$ cat config.mk
export PLATFORM = sky130hd
export DESIGN_NAME = tagged_pair_table_top
export DESIGN_NICKNAME = d
export VERILOG_FILES = /design/src/tpt_pkg.sv /design/src/tpt_cell.sv /design/src/tpt_ctrl.sv /design/src/tagged_pair_table_top.sv
export SDC_FILE = /design/constraint.sdc
export NUM_CORES = 1
export LEC_CHECK = 0
export ABC_AREA = 0
export ABC_CLOCK_PERIOD_IN_PS = 106600
export BUFFER_PORTS_ARGS = -buffer_cell sky130_fd_sc_hd__buf_2
export CAP_MARGIN = 20
export CORE_AREA = 3 3 276 332
export CTS_BUF_LIST = sky130_fd_sc_hd__clkbuf_16
export DETAILED_ROUTE_END_ITERATION = 12
export DIE_AREA = 0 0 279 335
export MAX_ROUTING_LAYER = met4
export PLACE_DENSITY = 0.61
export SLEW_MARGIN = 25
export SYNTH_ARGS = -nofsm -noshare
export SYNTH_HDL_FRONTEND = slang
export SYNTH_SLANG_ARGS = --single-unit
$ cat constraint.sdc
create_clock -name clk_i -period 106.6 [get_ports clk_i]
set_clock_uncertainty 0.05 [all_clocks]
set_input_delay 21.32 -clock clk_i [delete_from_list [all_inputs] [get_ports clk_i]]
set_output_delay 21.32 -clock clk_i [all_outputs]
set_load 0.005 [all_outputs]
$ cat src/tpt_pkg.sv
`timescale 1ns / 1ps

package tpt_pkg;

  localparam int unsigned CapW = 5;
  localparam logic [CapW-1:0] CapReset = 5'd16;
  localparam logic [31:0] SlotKeyLimit = 32'h0000_ffff;

  localparam logic [1:0] CMD_GET = 2'd0;
  localparam logic [1:0] CMD_SET = 2'd1;
  localparam logic [1:0] CMD_DEL = 2'd2;

  localparam logic [1:0] ST_OK     = 2'd0;
  localparam logic [1:0] ST_MISS   = 2'd1;
  localparam logic [1:0] ST_FULL   = 2'd2;
  localparam logic [1:0] ST_BADTAG = 2'd3;

  typedef struct packed {
    logic [1:0]  cmd;
    logic [31:0] key;
    logic [31:0] data_in;
  } item_t;

  typedef struct packed {
    logic [1:0]  status;
    logic [31:0] data_out;
  } res_t;

  typedef struct packed {
    logic [31:0] tag;
    logic [31:0] value;
  } pair_t;

endpackage

$ cat src/tpt_cell.sv
`timescale 1ns / 1ps

module tpt_cell (
  input  logic           clk_i,
  input  logic           en_i,
  input  tpt_pkg::pair_t d_i,
  output tpt_pkg::pair_t q_o
);

  tpt_pkg::pair_t pair_q;

  always_ff @(posedge clk_i) begin
    if (en_i) begin
      pair_q <= d_i;
    end
  end

  assign q_o = pair_q;

endmodule

$ cat src/tpt_ctrl.sv
`timescale 1ns / 1ps

module tpt_ctrl #(
  parameter int unsigned MaxSlots = 16
) (
  input  logic                      clk_i,
  input  logic                      rst_ni,
  input  logic                      start,
  output logic                      busy,
  input  tpt_pkg::item_t            item_i,
  output logic                      done_o,
  output tpt_pkg::res_t             res_o,
  input  logic                      cfg_valid_i,
  output logic                      cfg_ready_o,
  input  logic [tpt_pkg::CapW-1:0]  cfg_data_i,
  input  tpt_pkg::pair_t            tail_i,
  input  tpt_pkg::pair_t            pretail_i,
  output logic                      shift_en_o,
  output tpt_pkg::pair_t            feed_o
);

  localparam int unsigned SW   = $clog2(MaxSlots);
  localparam int unsigned CW   = $clog2(MaxSlots + 1);
  localparam int unsigned CmpW = (CW > tpt_pkg::CapW) ? CW : tpt_pkg::CapW;
  localparam logic [SW-1:0] LastStep = SW'(MaxSlots - 1);

  typedef enum logic [1:0] {
    StIdle = 2'b01,
    StRun  = 2'b10
  } state_e;

  state_e                    state_q, state_d;
  logic [SW-1:0]             step_q, step_d;
  logic [CW-1:0]             count_q, count_d;
  logic [tpt_pkg::CapW-1:0]  cap_q;
  logic                      hit_q, hit_d;
  logic [31:0]               acc_q, acc_d;
  logic                      done_q, done_d;
  tpt_pkg::item_t            item_q;
  tpt_pkg::res_t             res_q, res_d;

  logic            accept, last;
  logic [CW-1:0]   k_ext;
  logic            live, is_get, is_set, is_del, key_nz, by_tag, match, track, first, hit_now;
  logic            slot_match, full;
  logic [CmpW-1:0] cap_w, n_w, cap_eff, limit, cnt_w;

  assign accept      = start && !busy;
  assign busy        = (state_q == StRun);
  assign cfg_ready_o = 1'b1;
  assign shift_en_o  = busy;
  assign last        = (step_q == LastStep);

  always_comb begin
    k_ext      = CW'(step_q);
    live       = k_ext < count_q;
    is_get     = item_q.cmd == tpt_pkg::CMD_GET;
    is_set     = item_q.cmd == tpt_pkg::CMD_SET;
    is_del     = item_q.cmd == tpt_pkg::CMD_DEL;
    key_nz     = item_q.key != 32'd0;
    by_tag     = item_q.key > tpt_pkg::SlotKeyLimit;
    match      = live && (tail_i.tag == item_q.key);
    track      = ((is_set || is_del) && key_nz) || (is_get && by_tag);
    first      = track && match && !hit_q;
    hit_now    = hit_q || first;
    slot_match = (item_q.key - 32'd1) == 32'(step_q);

    cap_w   = CmpW'(cap_q);
    n_w     = CmpW'(MaxSlots);
    cap_eff = (cap_w > n_w) ? n_w : cap_w;
    limit   = (cap_eff == '0) ? '0 : cap_eff - CmpW'(1);
    cnt_w   = CmpW'(count_q);
    full    = (cnt_w >= limit) || (cnt_w >= n_w);

    feed_o = tail_i;
    if (is_set && key_nz) begin
      if (first) begin
        feed_o.value = item_q.data_in;
      end
      // tentative append into the first free slot
      if (k_ext == count_q) begin
        feed_o.tag   = item_q.key;
        feed_o.value = item_q.data_in;
      end
    end
    // close the gap: take the entry one slot further down the ring
    if (is_del && key_nz && hit_now) begin
      feed_o = pretail_i;
    end

    acc_d = acc_q;
    if (is_get && by_tag && first) begin
      acc_d = tail_i.value;
    end
    if (is_get && !by_tag && slot_match && live) begin
      acc_d = tail_i.tag;
    end

    res_d.status   = tpt_pkg::ST_MISS;
    res_d.data_out = 32'd0;
    count_d        = count_q;
    case (item_q.cmd)
      tpt_pkg::CMD_GET: begin
        if (by_tag) begin
          if (hit_now) begin
            res_d.status   = tpt_pkg::ST_OK;
            res_d.data_out = acc_d;
          end
        end else if (!key_nz) begin
          res_d.status   = tpt_pkg::ST_OK;
          res_d.data_out = 32'(cap_q);
        end else if (item_q.key <= 32'(cap_q)) begin
          res_d.status   = tpt_pkg::ST_OK;
          res_d.data_out = acc_d;
        end
      end
      tpt_pkg::CMD_SET: begin
        if (!key_nz) begin
          res_d.status = tpt_pkg::ST_BADTAG;
        end else if (hit_now) begin
          res_d.status = tpt_pkg::ST_OK;
        end else if (full) begin
          res_d.status = tpt_pkg::ST_FULL;
        end else begin
          res_d.status = tpt_pkg::ST_OK;
          count_d      = count_q + CW'(1);
        end
      end
      tpt_pkg::CMD_DEL: begin
        if (key_nz && hit_now) begin
          res_d.status = tpt_pkg::ST_OK;
          count_d      = count_q - CW'(1);
        end
      end
      default: begin
        res_d.status = tpt_pkg::ST_MISS;
      end
    endcase

    state_d = state_q;
    step_d  = step_q;
    hit_d   = hit_q;
    done_d  = 1'b0;
    case (state_q)
      StIdle: begin
        if (accept) begin
          state_d = StRun;
          step_d  = '0;
          hit_d   = 1'b0;
        end
      end
      StRun: begin
        hit_d  = hit_now;
        step_d = step_q + SW'(1);
        if (last) begin
          state_d = StIdle;
          done_d  = 1'b1;
        end
      end
      default: begin
        state_d = StIdle;
      end
    endcase
  end

  always_ff @(posedge clk_i or negedge rst_ni) begin
    if (!rst_ni) begin
      state_q <= StIdle;
      step_q  <= '0;
      count_q <= '0;
      cap_q   <= tpt_pkg::CapReset;
      hit_q   <= 1'b0;
      done_q  <= 1'b0;
    end else begin
      state_q <= state_d;
      step_q  <= step_d;
      hit_q   <= hit_d;
      done_q  <= done_d;
      if (busy && last) begin
        count_q <= count_d;
      end
      if (cfg_valid_i && cfg_ready_o) begin
        cap_q <= cfg_data_i;
      end
    end
  end

  always_ff @(posedge clk_i) begin
    if (accept) begin
      item_q <= item_i;
      acc_q  <= 32'd0;
    end else if (busy) begin
      acc_q <= acc_d;
    end
    if (busy && last) begin
      res_q <= res_d;
    end
  end

  assign done_o = done_q;
  assign res_o  = res_q;

endmodule

$ cat src/tagged_pair_table_top.sv
`timescale 1ns / 1ps

// channel   | signals                          | accepted when
// ----------+----------------------------------+-------------------------------
// command   | start, busy, item_i              | start && !busy
// result    | done_o, res_o                    | done_o (one cycle, no stall)
// config    | cfg_valid_i, cfg_ready_o, cfg_data_i | cfg_valid_i && cfg_ready_o
//
// Each item rotates the cell ring once: when the rotation ends the result is shown
// for one cycle with done_o; busy drops in that same cycle, so a new item can be taken
// then, and not while the previous item is still being processed.
// Reset clears the entry count and sets capacity to 16; cell contents are not cleared.
// Config is always ready. The result side has no backpressure.

module tagged_pair_table_top #(
  parameter int unsigned MAX_SLOTS = 16
) (
  input  logic                      clk_i,
  input  logic                      rst_ni,
  input  logic                      start,
  output logic                      busy,
  input  tpt_pkg::item_t            item_i,
  output logic                      done_o,
  output tpt_pkg::res_t             res_o,
  input  logic                      cfg_valid_i,
  output logic                      cfg_ready_o,
  input  logic [tpt_pkg::CapW-1:0]  cfg_data_i
);

  tpt_pkg::pair_t cell_q [MAX_SLOTS];
  tpt_pkg::pair_t feed;
  logic           shift_en;

  tpt_ctrl #(
    .MaxSlots (MAX_SLOTS)
  ) u_ctrl (
    .clk_i       (clk_i),
    .rst_ni      (rst_ni),
    .start       (start),
    .busy        (busy),
    .item_i      (item_i),
    .done_o      (done_o),
    .res_o       (res_o),
    .cfg_valid_i (cfg_valid_i),
    .cfg_ready_o (cfg_ready_o),
    .cfg_data_i  (cfg_data_i),
    .tail_i      (cell_q[MAX_SLOTS-1]),
    .pretail_i   (cell_q[MAX_SLOTS-2]),
    .shift_en_o  (shift_en),
    .feed_o      (feed)
  );

  for (genvar i = 0; i < MAX_SLOTS; i++) begin : g_cell
    if (i == 0) begin : g_head
      tpt_cell u_cell (
        .clk_i (clk_i),
        .en_i  (shift_en),
        .d_i   (feed),
        .q_o   (cell_q[i])
      );
    end else begin : g_body
      tpt_cell u_cell (
        .clk_i (clk_i),
        .en_i  (shift_en),
        .d_i   (cell_q[i-1]),
        .q_o   (cell_q[i])
      );
    end
  end

endmodule

==> impl_results.md, run 1 <==
* CTS max path bufs at 3
* Initial antenna violation count at 3
* Core area at about 89000 sq um
* Top cell type's share of synthesized area at 84.88%
* Startpoint types: flop
* Vias at about 17000
* Post-layout instance area at approximately 45000 sq um
* Gr usage total at roughly 16%
* Pre-antenna DRT Iters at 5
* Die ar. at between 90000 and 100000 sq um
* Setup Buffers After CTS at 0
* DP HPWL at ~44000 um
* Setup slack, reg-to-reg at around 100000 ps
* Via density per instance at around 5.2
* TritonCTS clock tree: built
* Max-cap violations at 0
* Power density over the cells at 24.74 nW/um^2
* Cts repair resizes at 0
* Slew HR at around 30%
* Setup TNS at 0 ps
* Hold_ws at 340.0 ps
* Antenna-violating nets left at 0
* First-pass GRT wire length at roughly 110000 um
* Unique masters post-synth at 63
* WL final at a little over 70000 um
* P_leak at 14.84 nW
* Cell family with most CP delay: buffers and inverters
* Initial DRC count at ~1700
* WL met1 at around 33000 um
* Total gr overflow at 0
* Worst Path Buf+Inv at 3
* Width of the chip at 279 um
* Dominant cells by area after synthesis: edfxtp_1 85%, mux2i_1 1.8%, dfxtp_1 1.6%, a21oi_1 1.0%, dfrtp_1 1.0%
* Tightest Pin Transition at 1057 ps
* Synth Flop Type: edfxtp_1
* Pins Over Slew Limit at 0
* Setup crit end kind: output port
* Post-DP Area at roughly 42000 sq um
* Hold crit path type: reg -> reg
* Post-synth EDFFs at around 1100
* Unrepaired setup endpoints after global routing: no
* Status: completed
* H-tree depth at 3
* CTS sink count at 1174
* Row count at 120
* Leading area contributor after synthesis: edfxtp_1
* Clock transition at path regs at approximately 70 ps
* Area growth syn-to-layout at 13.92%
* Final Hold Fails at 0
* Io pins at ~110
* Met3 Wirelength at around 3600 um
* Overall Power at roughly 1.1 mW
* Worst path max stage delay at about 550 ps
* CP cell instances: inv_1, nand2_2, inv_8, buf_2
* CP Class: reg -> out
* WP data arrival at roughly 2200 ps
* CTS Hold Buffers Added at 0
* Initial Util at approximately 45%
* Clock latency on the worst-skew pair at 680 ps
* CTS root buf: clkbuf_16
* Net Count, Synth at between 2000 and 2500
* FFs w/ async S/R, synth at approximately 1.5%
* Largest net degree at the start of global routing at approximately 110
* Setup violators final at 0
* Max Freq at ~42 MHz
* Max Used Layer: met4
* Synth Register Bits at 1174
* Port Buf Inserts at 110
* Vias in the first global route at about 17000
* Share of layout cells above drive strength 1 at 15.94%
* Number of remaining DRC errors at 0
* Sequential cell area fraction in the yosys report at slightly below 90%
* Synth Instances at around 1900
* Avg WL per Cell at 21.20 um
* Tmin final at about 24000 ps
* Worst Path Required at 85230 ps
* Cell Area, Synth at 39770 sq um
* Crit path max-delay cell type: inv_8
* Final net count at between 2000 and 2500
* Final period util at between 20% and 30%
* Warnings from Yosys at 0
* Num CTS Buffers at between 100 and 150
* Peak supply drop at around 0.000015 V
* Die height at roughly 340 um
* GPL Wtd Cong at between 0.8 and 0.9
* Crit path max fanout at ~110
* Syn Area/Cell at about 21 sq um
* Wire length on met2 at 32320 um
stage by stage:
| step | setup slack (ps) | util, % | std cells |
|---|---|---|---|
| 2_1_floorplan | 64680 | - | 1928 |
| 3_3_place_gp | 82840 | 46.72 | 3155 |
| 3_5_place_dp | 82730 | 46.72 | 3155 |
| 4_1_cts | 82960 | 50.79 | 3359 |
| 5_1_grt | 82870 | 50.88 | 3362 |
| 6_report | 83050 | 50.88 | 3362 |
cells by family (layout without fill, tap and decap cells):
family	after synthesis	after routing	share of synthesized area (%)
AO/OA/AOI/OAI	223	223	3.241
XOR/XNOR	44	44	1.007
adder cells (fa/ha/maj)	27	27	0.8684
buffers and inverters	85	359	1.164
flip-flops	1174	1174	87.63
multiplexers	103	103	2.696
other	1	2	0.009430
AND/OR/NAND/NOR	271	271	3.389
state kept, by name, summed over array words and instances, names as in the netlist:
signal and flops:
u_ctrl.acc_q 32, u_ctrl.res_o 34, g_cell.g_body.u_cell.q_o 960, u_ctrl.cnt_w 5, u_ctrl.hit_q 1, u_ctrl.step_q 4, g_cell.g_head.u_cell.q_o 64, u_ctrl.cap_q 5
u_ctrl.state_q 2, u_ctrl.done_o 1, u_ctrl.item_q 66
final cells by class:
class	instances	area [sq um]
Inverter	23	93.84
Antenna cell	1	2.502
Clock buffer	109	2728
Timing Repair Buffer	132	778.2
Multi-Input combinational cell	669	4506
Clock inverter	95	899.6
Tap cell	1159	1450
Fill cell	6992	43730
Sequential cell	1174	34850
power by group:
part,switching [mW],leakage [nW],internal [mW]
combinational,0.0699,2.16,0.0160
sequential,0.0284,10.9,0.619
clock,0.169,1.82,0.218
layer usage:
| layer | vias to the layer above | track usage [%] |
|---|---|---|
| met5 | - | - |
| met4 | 0 | 7.289 |
| met3 | 146 | 2.597 |
| met2 | 463 | 22.64 |
| met1 | 8868 | 22.57 |
| li1 | 7866 | - |
cells in the final DEF (no fill, tap or decap), types with 32 or more instances in the layout:
master	count
nor2_1	104
inv_1	40
mux2_2	33
nand3b_1	33
mux2i_1	70
xor2_1	36
o21a_1	32
o21ai_0	53
nand2_1	58
edfxtp_1	1124
dfxtp_1	32
buf_2	110
clkbuf_16	109
a21oi_1	80
synth_stat cells (2+ instances only):
cell and count:
edfxtp_1 1124, nor2_1 104, a21oi_1 80, mux2i_1 70
nand2_1 60, o21ai_0 53, xor2_1 36, mux2_2 33
nand3b_1 33, dfxtp_1 32, o21a_1 32, o21ai_1 32
clkbuf_1 31, ha_1 26, inv_1 23, nor4_1 19
dfrtp_1 16, nor3_1 12, buf_4 10, nand3_1 10
buf_2 7, xnor2_1 7, buf_6 6, nand4_1 6
a21o_1 5, nor2b_1 4, a211oi_1 3, and4_1 3
buf_12 3, clkbuf_2 3, or2_2 3, or4_1 3
a31oi_1 2, a31oi_2 2, buf_1 2, dfstp_2 2
nor3b_1 2, o211ai_1 2, o31a_1 2, or3_1 2
worst paths after layout:
| kind | start | to | depth (start not counted) |
|---|---|---|---|
| setup / recovery | u_ctrl.state_q[0] | busy | 4 |
| hold reg to reg | g_cell[6].g_body.u_cell.q_o[4] | g_cell[7].g_body.u_cell.q_o[4] | 0 |
| max in group asynchronous | rst_ni | u_ctrl.cap_q[4] | 1 |
| min in group asynchronous | rst_ni | u_ctrl.cnt_w[0] | 1 |
| hold / removal | g_cell[6].g_body.u_cell.q_o[4] | g_cell[7].g_body.u_cell.q_o[4] | 0 |
| setup reg to reg | u_ctrl.state_q[0] | g_cell[4].g_body.u_cell.q_o[20] | 7 |
Note: power is estimated with default switching activity, not from simulation.
==> inputs of run 2 (changes only) <==
- ABC_CLOCK_PERIOD_IN_PS: 106600 -> 19800
- PLACE_DENSITY: 0.61 -> 0.64
- clock period: 106.6 -> 19.8 ns (I/O delays scaled with it)
==> run 2 against run 1 <==
Against the previous run:
- die area stayed put
- register-to-register slack worse by 86000 ps
- sequential cell count stayed put
- sequential power grew to 5.4 times the previous value
- cell area hardly changed
- clock power grew to 5.5 times the previous value
==> impl_results.md, run 2 (synthesized netlist as in run 1, its figures left out) <==
* Width of the chip at 279 um (unchanged)
* Slew HR at 29.75% (+0.23 points)
* Final Hold Fails at 0 (unchanged)
* Io pins at 112 (unchanged)
* Setup slack, reg-to-reg at 15300 ps (-86220 ps)
* Peak supply drop at 0.00007155 V (+390%)
* Clock power share at 35.0% (+0.4 points)
* Setup violators final at 0 (unchanged)
* Worst Hold Depth at 0 (unchanged)
* Row count at 120 (unchanged)
* Tightest Pin Transition at 1054 ps (-3.420 ps)
* Clock transition at path regs at 60 ps (about the same)
* Setup TNS at 0 ps (unchanged)
* CP Class: reg -> out
* Cts repair resizes at 0 (unchanged)
* Power density over the cells at 133.8 nW/um^2 (+440%)
* Final period util at just under 30%
* WL final at 69320 um (-2.8%)
* Post-Place Worst Slack at 13520 ps (-69210 ps)
* Tmin final at 5732 ps
* Unrepaired setup endpoints after global routing: no
* Switch share at 23.50% (-0.38 points)
* Post-layout instance area at 45350 sq um (about the same)
* Post-DP Area at 41620 sq um (about the same)
* R2R Path Start: u_ctrl.state_q[1]
* Area growth syn-to-layout at 14.04% (about the same)
* Reg2reg path depth at 7 (unchanged)
* Wire length on met2 at 31470 um (-2.6%)
* Min-Delay Startpoint: g_cell[1].g_body.u_cell.q_o[32]
* Smallest setup slack after layout at 14070 ps (-68990 ps)
* DP HPWL at 42310 um (-2.8%)
* Pre-antenna DRT Iters at 5 (unchanged)
* Most frequent cells in the layout: 1124 x edfxtp_1, 110 x buf_2, 106 x clkbuf_16, 104 x nor2_1, 80 x a21oi_1
* Total gr overflow at 0 (unchanged)
* Status: completed
* Antenna-violating nets left at 0 (unchanged)
* WL met1 at 31150 um (-4.3%)
* Die height at 335 um (unchanged)
* Largest register FFs at 960 (unchanged)
* CTS root buf: clkbuf_16
* Num CTS Buffers at 106 (-2.8%)
* Reg-to-Reg End: g_cell[1].g_body.u_cell.q_o[27]
* Combinational fraction of design power at 7.6% (about the same)
* First-pass GRT wire length at 105300 um (-2.0%)
* Pins Over Slew Limit at 0 (unchanged)
* Die ar. at 93470 sq um (unchanged)
* Final core occ at 50.93% (about the same)
* Startpoint types: flop
* Max Used Layer: met4
* Max Freq at ~170 MHz
* WP data arrival at 1720 ps (-460 ps)
* Power Internal at 4.641 mW (+440%)
* Final net count at 2208 (-0.14%)
* CTS Hold Buffers Added at 0 (unchanged)
* CTS max path bufs at 3 (unchanged)
* P_leak at 14.83 nW (about the same)
* Vias in the first global route at 17180 (-0.14%)
* Number of remaining DRC errors at 0 (unchanged)
* Avg WL per Cell at 20.64 um (-2.7%)
* Crit path max fanout at 6 (-94%)
* Vias at 17220 (-0.70%)
* Gr usage total at 15.45% (-0.41 points)
* Setup Buffers After CTS at 0 (unchanged)
* Clock latency on the worst-skew pair at 700 ps (+20 ps)
* Hold path endpoint: g_cell[2].g_body.u_cell.q_o[32]
* Met3 Wirelength at 4159 um (+17%)
* Switching power at 1.426 mW (+430%)
* Power share of the sequential group at 57.4% (-0.4 points)
* Worst Path Required at 15790 ps (-69440 ps)
* Commonest non-fill, non-tap cell in the layout: edfxtp_1
* H-tree depth at 3 (unchanged)
* CTS sink count at 1174 (unchanged)
* Max-cap violations at 0 (unchanged)
* Initial DRC count at 1722 (-1.4%)
* Initial antenna violation count at 9 (+6)
* Initial Util at 44.66% (unchanged)
* Core area at 89040 sq um (unchanged)
* Overall Power at 6.067 mW (+440%)
* Share of layout cells above drive strength 1 at 16.01% (+0.075 points)
* Via density per instance at 5.127 (-0.61%)
* Setup crit end kind: output port
* TritonCTS clock tree: built
* Largest net degree at the start of global routing at 207 (+90%)
* Port Buf Inserts at 110 (unchanged)
* GPL Wtd Cong at 0.8634 (+1.1%)
* Hold crit path type: reg -> reg
## run 2: critical path, cell delays in order (launching register included)
cell	delay (ps)
dfstp_2	550
inv_2	70
nand2_2	130
clkinvlp_4	110
buf_2	170
## run 2: area by class of cell
| type | count | area [sq um] |
|---|---|---|
| fillers | 6929 | 43690 |
| flip-flops and latches | 1174 | 34850 |
| multi-input cells | 669 | 4503 |
| clock buffers | 106 | 2653 |
| well taps | 1159 | 1450 |
| clock inverters | 94 | 1026 |
| repair buffers | 132 | 775.7 |
| inverters | 23 | 90.09 |
| diodes | 2 | 5.005 |
## run 2: per-stage QoR
| step | hold slack [ps] | std cells |
|---|---|---|
| 6_report | 334.7 | 3359 |
| 5_1_grt | 344.0 | 3358 |
| 4_1_cts | 326.9 | 3356 |
| 3_5_place_dp | 354.5 | 3156 |
| 3_3_place_gp | 350.4 | 3156 |
| 2_1_floorplan | 350.3 | 1928 |
## run 2: metal layers
layer  GRT usage, %  up-vias
met5              -        -
met3          3.085      129
met4          6.808        0
met2          21.92      461
met1          21.88     8778
li1               -     7854
## run 2: how the worst max path moves through the flow
stage,start,endpoint,slack (ps),cells after the start
floorplan,u_ctrl.state_q[0],u_ctrl.item_q[0],-1760,5
global placement,start,u_ctrl.item_q[64],13640,3
detailed placement,start,u_ctrl.item_q[65],13520,3
CTS,u_ctrl.state_q[0],busy,14000,4
global route,u_ctrl.state_q[0],busy,13990,4
finish,u_ctrl.state_q[0],busy,14070,4
## run 2: power by group through the flow
stage | clock, mW | combinational (mW) | sequential [mW]
after floorplan | 0 | 0.321 | 3.83
after global placement | 0 | 0.444 | 3.52
after detailed placement | 0 | 0.464 | 3.54
after CTS | 2.18 | 0.463 | 3.50
after global routing | 2.28 | 0.512 | 3.53
final | 2.12 | 0.462 | 3.48
